$ cat src/hw/rtl/nns_pkg.sv
`timescale 1ns / 1ps
// ----------------------------------------------------------------------------
// Nearest-neighbor scaler package
// Widths, register indexes and reset values shared by the scaler core and its
// scale-factor divider.
// ----------------------------------------------------------------------------
package nns_pkg;

	// Frame geometry and pixel widths.
	localparam int SIZE_W    = 12;
	localparam int FRAC_W    = 16;
	localparam int SCALE_W   = SIZE_W + FRAC_W;
	localparam int COORD_W   = 11;
	localparam int ADDR_W    = 20;
	localparam int PIX_W     = 32;
	localparam int PROD_W    = COORD_W + SCALE_W;
	localparam int IDX_W     = 2 * SIZE_W;
	localparam int DIV_CNT_W = $clog2(SCALE_W + 1);

	// Frame store depth in pixels.
	localparam int MAX_SRC_PIXELS = 1048576;
	localparam int MEM_AW         = $clog2(MAX_SRC_PIXELS);

	// Configuration port.
	localparam int CFG_IDX_W = 3;

	typedef enum logic [CFG_IDX_W-1:0] {
		CFG_SRC_WIDTH  = 3'd0,
		CFG_SRC_HEIGHT = 3'd1,
		CFG_DST_WIDTH  = 3'd2,
		CFG_DST_HEIGHT = 3'd3,
		CFG_OUT_16BIT  = 3'd4
	} cfg_reg_t;

	// Register reset values.
	localparam logic [SIZE_W-1:0] DST_WIDTH_RST  = SIZE_W'(1280);
	localparam logic [SIZE_W-1:0] DST_HEIGHT_RST = SIZE_W'(720);

	// Request codes.
	localparam logic REQ_WRITE = 1'b0;
	localparam logic REQ_READ  = 1'b1;

endpackage

$ cat src/hw/rtl/nns_div.sv
`timescale 1ns / 1ps
// ----------------------------------------------------------------------------
// Scale-factor divider
// Restoring divider that forms (src_size << FRAC_W) / dst_size one quotient
// bit per cycle. A destination size of zero divides by one.
// ----------------------------------------------------------------------------
module nns_div (
	input  logic                        clk,
	input  logic                        arst_n,
	input  logic                        start,
	input  logic [nns_pkg::SIZE_W-1:0]  src_size,
	input  logic [nns_pkg::SIZE_W-1:0]  dst_size,
	output logic                        busy,
	output logic [nns_pkg::SCALE_W-1:0] quot
);

	logic                          busy_q;
	logic [nns_pkg::DIV_CNT_W-1:0] cnt_q;
	logic [nns_pkg::SIZE_W-1:0]    rem_q;
	logic [nns_pkg::SIZE_W-1:0]    div_q;
	logic [nns_pkg::SCALE_W-1:0]   quot_q;
	logic [nns_pkg::SIZE_W:0]      trial;
	logic                          qbit;

	// Trial subtraction for the next quotient bit.
	always_comb begin
		trial = {rem_q, quot_q[nns_pkg::SCALE_W-1]};
		qbit  = (trial >= {1'b0, div_q});
	end

	// The quotient register starts out holding the dividend and shifts the
	// quotient bits in from the bottom as the dividend bits leave the top.
	always_ff @(posedge clk or negedge arst_n) begin
		if (!arst_n) begin
			busy_q <= 1'b0;
			cnt_q  <= '0;
			rem_q  <= '0;
			div_q  <= '0;
			quot_q <= '0;
		end else if (start) begin
			busy_q <= 1'b1;
			cnt_q  <= nns_pkg::DIV_CNT_W'(nns_pkg::SCALE_W);
			rem_q  <= '0;
			div_q  <= (dst_size == '0) ? nns_pkg::SIZE_W'(1) : dst_size;
			quot_q <= {src_size, {nns_pkg::FRAC_W{1'b0}}};
		end else if (busy_q) begin
			rem_q  <= qbit ? nns_pkg::SIZE_W'(trial - {1'b0, div_q})
			               : trial[nns_pkg::SIZE_W-1:0];
			quot_q <= {quot_q[nns_pkg::SCALE_W-2:0], qbit};
			cnt_q  <= cnt_q - nns_pkg::DIV_CNT_W'(1);
			if (cnt_q == nns_pkg::DIV_CNT_W'(1)) begin
				busy_q <= 1'b0;
			end
		end
	end

	assign busy = busy_q;
	assign quot = quot_q;

endmodule

$ cat config.mk
export PLATFORM = sky130hd
export DESIGN_NAME = nns_div
export DESIGN_NICKNAME = d
export VERILOG_FILES = /design/src/hw/rtl/nns_pkg.sv /design/src/hw/rtl/nns_div.sv
export SDC_FILE = /design/constraint.sdc
export NUM_CORES = 1
export LEC_CHECK = 0
export BUFFER_PORTS_ARGS = -buffer_cell sky130_fd_sc_hd__buf_4
export CORE_MARGIN = 10
export CORE_UTILIZATION = 55
export CTS_BUF_LIST = sky130_fd_sc_hd__clkbuf_8
export DETAILED_ROUTE_END_ITERATION = 6
export PLACE_DENSITY = 0.91
export SETUP_SLACK_MARGIN = 0.02
export SLEW_MARGIN = 20
export SYNTH_ARGS = -nofsm -noshare
export SYNTH_HDL_FRONTEND = slang
export SYNTH_SLANG_ARGS = --single-unit
$ cat constraint.sdc
create_clock -name clk -period 4.48 [get_ports clk]
set_input_delay 0 -clock clk [delete_from_list [all_inputs] [get_ports clk]]
set_output_delay 0 -clock clk [all_outputs]
set_load 0.02 [all_outputs]
Yosys cells after proc, flatten, opt, wreduce, memory -nomap -nowiden
Cells that the tools add are included.
{ "op_classes": {"add_sub_neg": 2, "mul": 0, "n_div": 0, "order_cmp": 1, "n_eq_ne": 1, "shift": 0, "mux": 11, "bitwise_logic": 0, "reduce_logical": 2} }
{ "op_table": {"columns": ["cell", "count"], "rows": [
  ["28-bit 2-to-1 mux", 2],
  ["12-bit 2-to-1 mux", 4],
  ["13-bit by 12-bit >= comparator with 1-bit output", 1],
  ["12-bit logical NOT", 1],
  ["12-bit subtractor", 1],
  ["5-bit 2-to-1 mux", 2],
  ["5-bit by 1-bit equality test with 1-bit output (second input constant)", 1],
  ["5-bit by 1-bit subtractor with 5-bit output (second input constant)", 1],
  ["1-bit 2-to-1 mux", 3],
  ["2-bit nonzero test", 1]
]} }
{ "totals": {"regBits": 58, "latchBits": 0, "mem_bits_rw": 0, "mem_bits_ro": 0, "out_inout_bits": 29, "elab_cells": 22, "memories": 0} }

Logic depth before layout (Yosys ltp)
{ "logic_depth": {"depth_word": 4, "ltp_mapped": 10} }

Worst setup path after synthesis
OpenSTA, ideal clock, no wires.
{ "synth_path": {"kind": "reg-to-reg", "startpoint": "reg quot_q (netlist bit quot[27])", "endpoint": "reg rem_q[11] (netlist bit)", "setup_ns": 0.099, "arrival_ns": 2.074, "required_ns": 4.381, "slack_ns": 2.307, "stages_incl_launch_ff": 9, "path_cell_list": "dfrtp_1 inv_1 ha_1 nand2b_4 a21oi_2 o21ai_2 and4b_1 or4_1 a311oi_1"} }
{ "synth_between": {"elab_chain_cells": 4, "elab_cells_between_ends": 5} }
{ "synth_rtl": {"columns": ["item", "line", "rtl"], "rows": [
  ["start: declaration", "nns_div.sv:21", "logic [nns_pkg::SCALE_W-1:0] quot_q;"],
  ["start signal: assignment", "nns_div.sv:45", "quot_q <= {src_size, {nns_pkg::FRAC_W{1'b0}}};"],
  ["start signal: assignment", "nns_div.sv:49", "quot_q <= {quot_q[nns_pkg::SCALE_W-2:0], qbit};"],
  ["12-bit subtractor / 13-bit by 12-bit >= comparator with 1-bit output (equally long branches)", "nns_div.sv:47, nns_div.sv:28", null],
  ["12-bit 2-to-1 mux (*)", "nns_div.sv:47", "rem_q <= qbit ? nns_pkg::SIZE_W'(trial - {1'b0, div_q})"],
  ["12-bit 2-to-1 mux (*)", "nns_div.sv:46", "end else if (busy_q) begin"],
  ["12-bit 2-to-1 mux (*)", "nns_div.sv:40", "end else if (start) begin"],
  ["end signal: assignment", "nns_div.sv:47", null],
  ["end: declaration", "nns_div.sv:19", "logic [nns_pkg::SIZE_W-1:0] rem_q;"]
]} }
Mark *: on every way between the ends. The rest lies on a longest branch, timed or not. The select of a mux whose other input is x is not followed.
A chain may end at the register's enable or synchronous reset.

Worst setup path after layout
{ "layout_path": {"startpoint": "reg div_q[2] (netlist bit)", "endpoint": "reg rem_q[11] (netlist bit)"} }
{ "layout_between": {"elab_chain_cells": 4, "elab_cells_between_ends": 5} }
{ "layout_rtl": {"columns": ["item", "line", "rtl"], "rows": [
  ["start: declaration", "nns_div.sv:20", "logic [nns_pkg::SIZE_W-1:0] div_q;"],
  ["start signal: assignment", "nns_div.sv:44", "div_q <= (dst_size == '0) ? nns_pkg::SIZE_W'(1) : dst_size;"],
  ["12-bit subtractor / 13-bit by 12-bit >= comparator with 1-bit output (equally long branches)", "nns_div.sv:47, nns_div.sv:28", null],
  ["12-bit 2-to-1 mux (*)", "nns_div.sv:47", null],
  ["12-bit 2-to-1 mux (*)", "nns_div.sv:46", null],
  ["12-bit 2-to-1 mux (*)", "nns_div.sv:40", null]
]} }
Marks and branches as above.

==> impl_metrics.py <==
metrics = {
    "cts": {
        "htreeDepth": 3,
        "clkSinkCount": 58,
        "cts_inserted_buffers": 9,
        "clk_pin_slew_ps": 60,
        "cts-root-buf": "clkbuf_8",
        "cts_setup_buffers": 0,
        "clockBufferDepth": 2,
        "hold_buffers": 25,
        "clk_latency_ps": 340,
        "tritoncts": "done",
        "cts-resized-gates": 0,
    },
    "power_and_ir_drop": {
        "powerDensity_nw_per_um2": 481.4,
        "peakVddDrop_v": 0.0002586,
        "p_switching_mw": 0.6672,
        "p_comb_frac": 0.393,
        "switching_share": 0.3452,
        "seqPwrFrac": 0.343,
        "power_leakage_nw": 2.111,
        "internal_power_mw": 1.266,
        "clock_power_share": 0.264,
    },
    "sta": {
        "hold_viol_final": 0,
        "maxSlewHeadroom": 0.3523,
        "clock.fmax_ghz": 0.3566,
        "grt_setup_unrepaired": "false",
        "tns_ps": 0,
        "setup_violations": 0,
        "worst_slew_pin_slew_ps": 971.5,
        "min_period_ps": 2804,
        "fin_worst_skew_ps": 8.814,
        "post-route-period-util": 0.6259,
        "finalMaxSlewViolations": 0,
    },
    "final_layout": {
        "nets": 435,
        "antenna_cells": 0,
        "postLayoutCoreUtil": 0.7247,
        "final_cell_mix": "dfrtp_1 (57), buf_4 (56), nand2_1 (35)",
        "syn2layout_area_growth_pct": 27.70,
        "layout-drive-gt1-share": 0.1970,
        "layout_commonest_cell": "dfrtp_1",
    },
    "route": {
        "drt_first_pass_iters": 4,
        "wl_per_cell_um": 16.16,
        "wirelength_um": 7565,
        "routed_via_density": 5.609,
        "num_vias": 2625,
        "antenna_left": 0,
        "drc_errors": 0,
        "drt-initial-drc-count": 125,
    },
    "critical_path": {
        "cp.required_ps": 4720,
        "slowest_delay_ps": 680,
        "cp_cell_sequence": "inv_1 -> ha_1 -> nor2_1 -> a21boi_0 -> o21ai_0 -> a41oi_2 -> or4_1 -> a311oi_1",
        "start_kind": "flip-flop",
        "crit_fanout": 20,
        "slowest_stage": "or4_1",
        "endpoint_kind": "flip-flop",
        "worstPathArrival_ps": 3040,
        "path_class": "flip-flop to flip-flop",
    },
    "grt": {
        "grt_max_degree": 86,
        "antenna_found_initial": 0,
        "grt_usage": 0.1737,
        "grt_pass1_wl_um": 12620,
        "grt_overflow_total": 0,
        "grt_pass1_vias": 2722,
    },
    "place": {
        "numPortBuffers": 55,
        "hpwl_um": 4902,
        "place_congestion": 0.9090,
    },
    "die": {
        "num_rows": 27,
        "dieWidth_um": 95.61,
        "ios": 56,
        "start_util": 0.5675,
        "die_y_um": 95.61,
        "core_area_sq_um": 5540,
        "die_area_sq_um": 9141,
    },
    "synth": {
        "synthFlopType": "dfrtp_1",
        "synth_edf_count": 0,
        "seq_area_frac_synth": 0.4616,
        "syn_area_sq_um": 3144,
        "syn_area_per_cell_sq_um": 9.888,
        "yosysWarnings": 0,
        "ys_types": 48,
        "async_reset_ff_frac": 1.000,
        "synthCells": 318,
        "ys_ff_latch": 58,
        "syn-num-nets": 360,
    },
    "status": {
        "outcome": "finished clean",
    },
    "min_path": {
        "holdCritPathClass": "input port to flip-flop",
    },
    "job": {
        "drv_cap": 0,
    },
}
## per-stage QoR
step | power [mW] | std cells | area [sq um] | hold slack, ps | setup WS, ps
finish | 1.933 | 468 | 4015 | 210.9 | 1676
floorplan | 1.250 | 318 | 3144 | -295.6 | 2307
global placement | 1.374 | 429 | 3558 | 100.4 | 1802
detailed placement | 1.402 | 429 | 3558 | 105.2 | 1735
CTS | 1.936 | 468 | 4015 | 209.3 | 1709
global route | 2.064 | 468 | 4015 | 262.9 | 1454
## metal layers
metal  wire, um  global-route usage
met3        452             0.04949
met4        155             0.08231
met1       3221              0.2054
met2       3734              0.2850
met5          0                   0
## flip-flops by register name, indices dropped and copies added (netlist names)
signal,flops
cnt_q,5
div_q,12
busy,1
quot,28
rem_q,12
## Yosys cell counts (2+ instances only)
library cell	instances	area share
dfrtp_1	58	0.46
nor2b_1	3	0.0060
clkbuf_1	10	0.012
mux2i_1	32	0.10
nand2_1	35	0.042
or3_1	2	0.0040
buf_6	4	0.014
inv_1	17	0.020
or2_2	2	0.0040
nand3_1	2	0.0032
ha_1	14	0.056
nor2_1	33	0.039
a31oi_1	2	0.0040
o21a_1	2	0.0048
xor2_1	4	0.011
a211oi_1	8	0.019
nand2b_1	6	0.012
o31ai_1	3	0.0072
a311oi_1	4	0.011
nor4_1	3	0.0060
nor3_1	4	0.0064
o21ai_0	28	0.045
xnor2_1	8	0.022
buf_4	3	0.0072
a21oi_1	8	0.013
## area by class of cell
cell class              instances  area (sq um)
repair buffers                 81         670.6
well taps                      72         90.09
clock buffers                  10         137.6
inverters                      17         63.81
flip-flops and latches         58          1453
fillers                       402          1525
multi-input cells             226          1531
clock inverters                 4         68.82
## logic make-up (layout without fill, tap and decap cells)
family / after synthesis / in the layout / share of synthesized area
AOI/OAI and AO/OA: 70 / 70 / 0.1445
xor gates and xnor gates: 12 / 12 / 0.03343
adders and majority gates: 15 / 15 / 0.06208
buffers and inverters: 34 / 112 / 0.05372
DFF: 58 / 58 / 0.4616
muxes: 32 / 32 / 0.1019
and+or+nand+nor: 97 / 97 / 0.1429
## worst paths after layout
check / from / endpoint / slack [ps] / depth (start not counted)
max in group asynchronous: arst_n / busy / 3690 / 2
hold reg to reg: div_q[10] / div_q[10] / 540 / 2
min in group asynchronous: arst_n / div_q[4] / 270 / 2
hold / removal: start / quot[15] / 210 / 2
setup / recovery: div_q[2] / rem_q[11] / 1680 / 8
setup reg to reg: div_q[2] / rem_q[11] / 1680 / 8
## power by group through the flow
| stage | clock network, mW | registers [mW] | logic, mW |
|---|---|---|---|
| 4_1_cts | 0.520 | 0.662 | 0.754 |
| 2_1_floorplan | 0 | 0.673 | 0.576 |
| 3_5_place_dp | 0 | 0.671 | 0.731 |
| 5_1_grt | 0.546 | 0.673 | 0.844 |
| 6_report | 0.510 | 0.664 | 0.760 |
| 3_3_place_gp | 0 | 0.667 | 0.707 |
## worst max-delay path, delay by kind of cell, from the launching register on
| kind | cells | cell delay [ps] |
|---|---|---|
| buffers and inverters | 1 | 100 |
| and+or+nand+nor | 2 | 790 |
| AOI/OAI and AO/OA | 4 | 1150 |
| DFF | 1 | 390 |
| adders and majority gates | 1 | 270 |
Note: power is estimated with default switching activity, not from simulation.
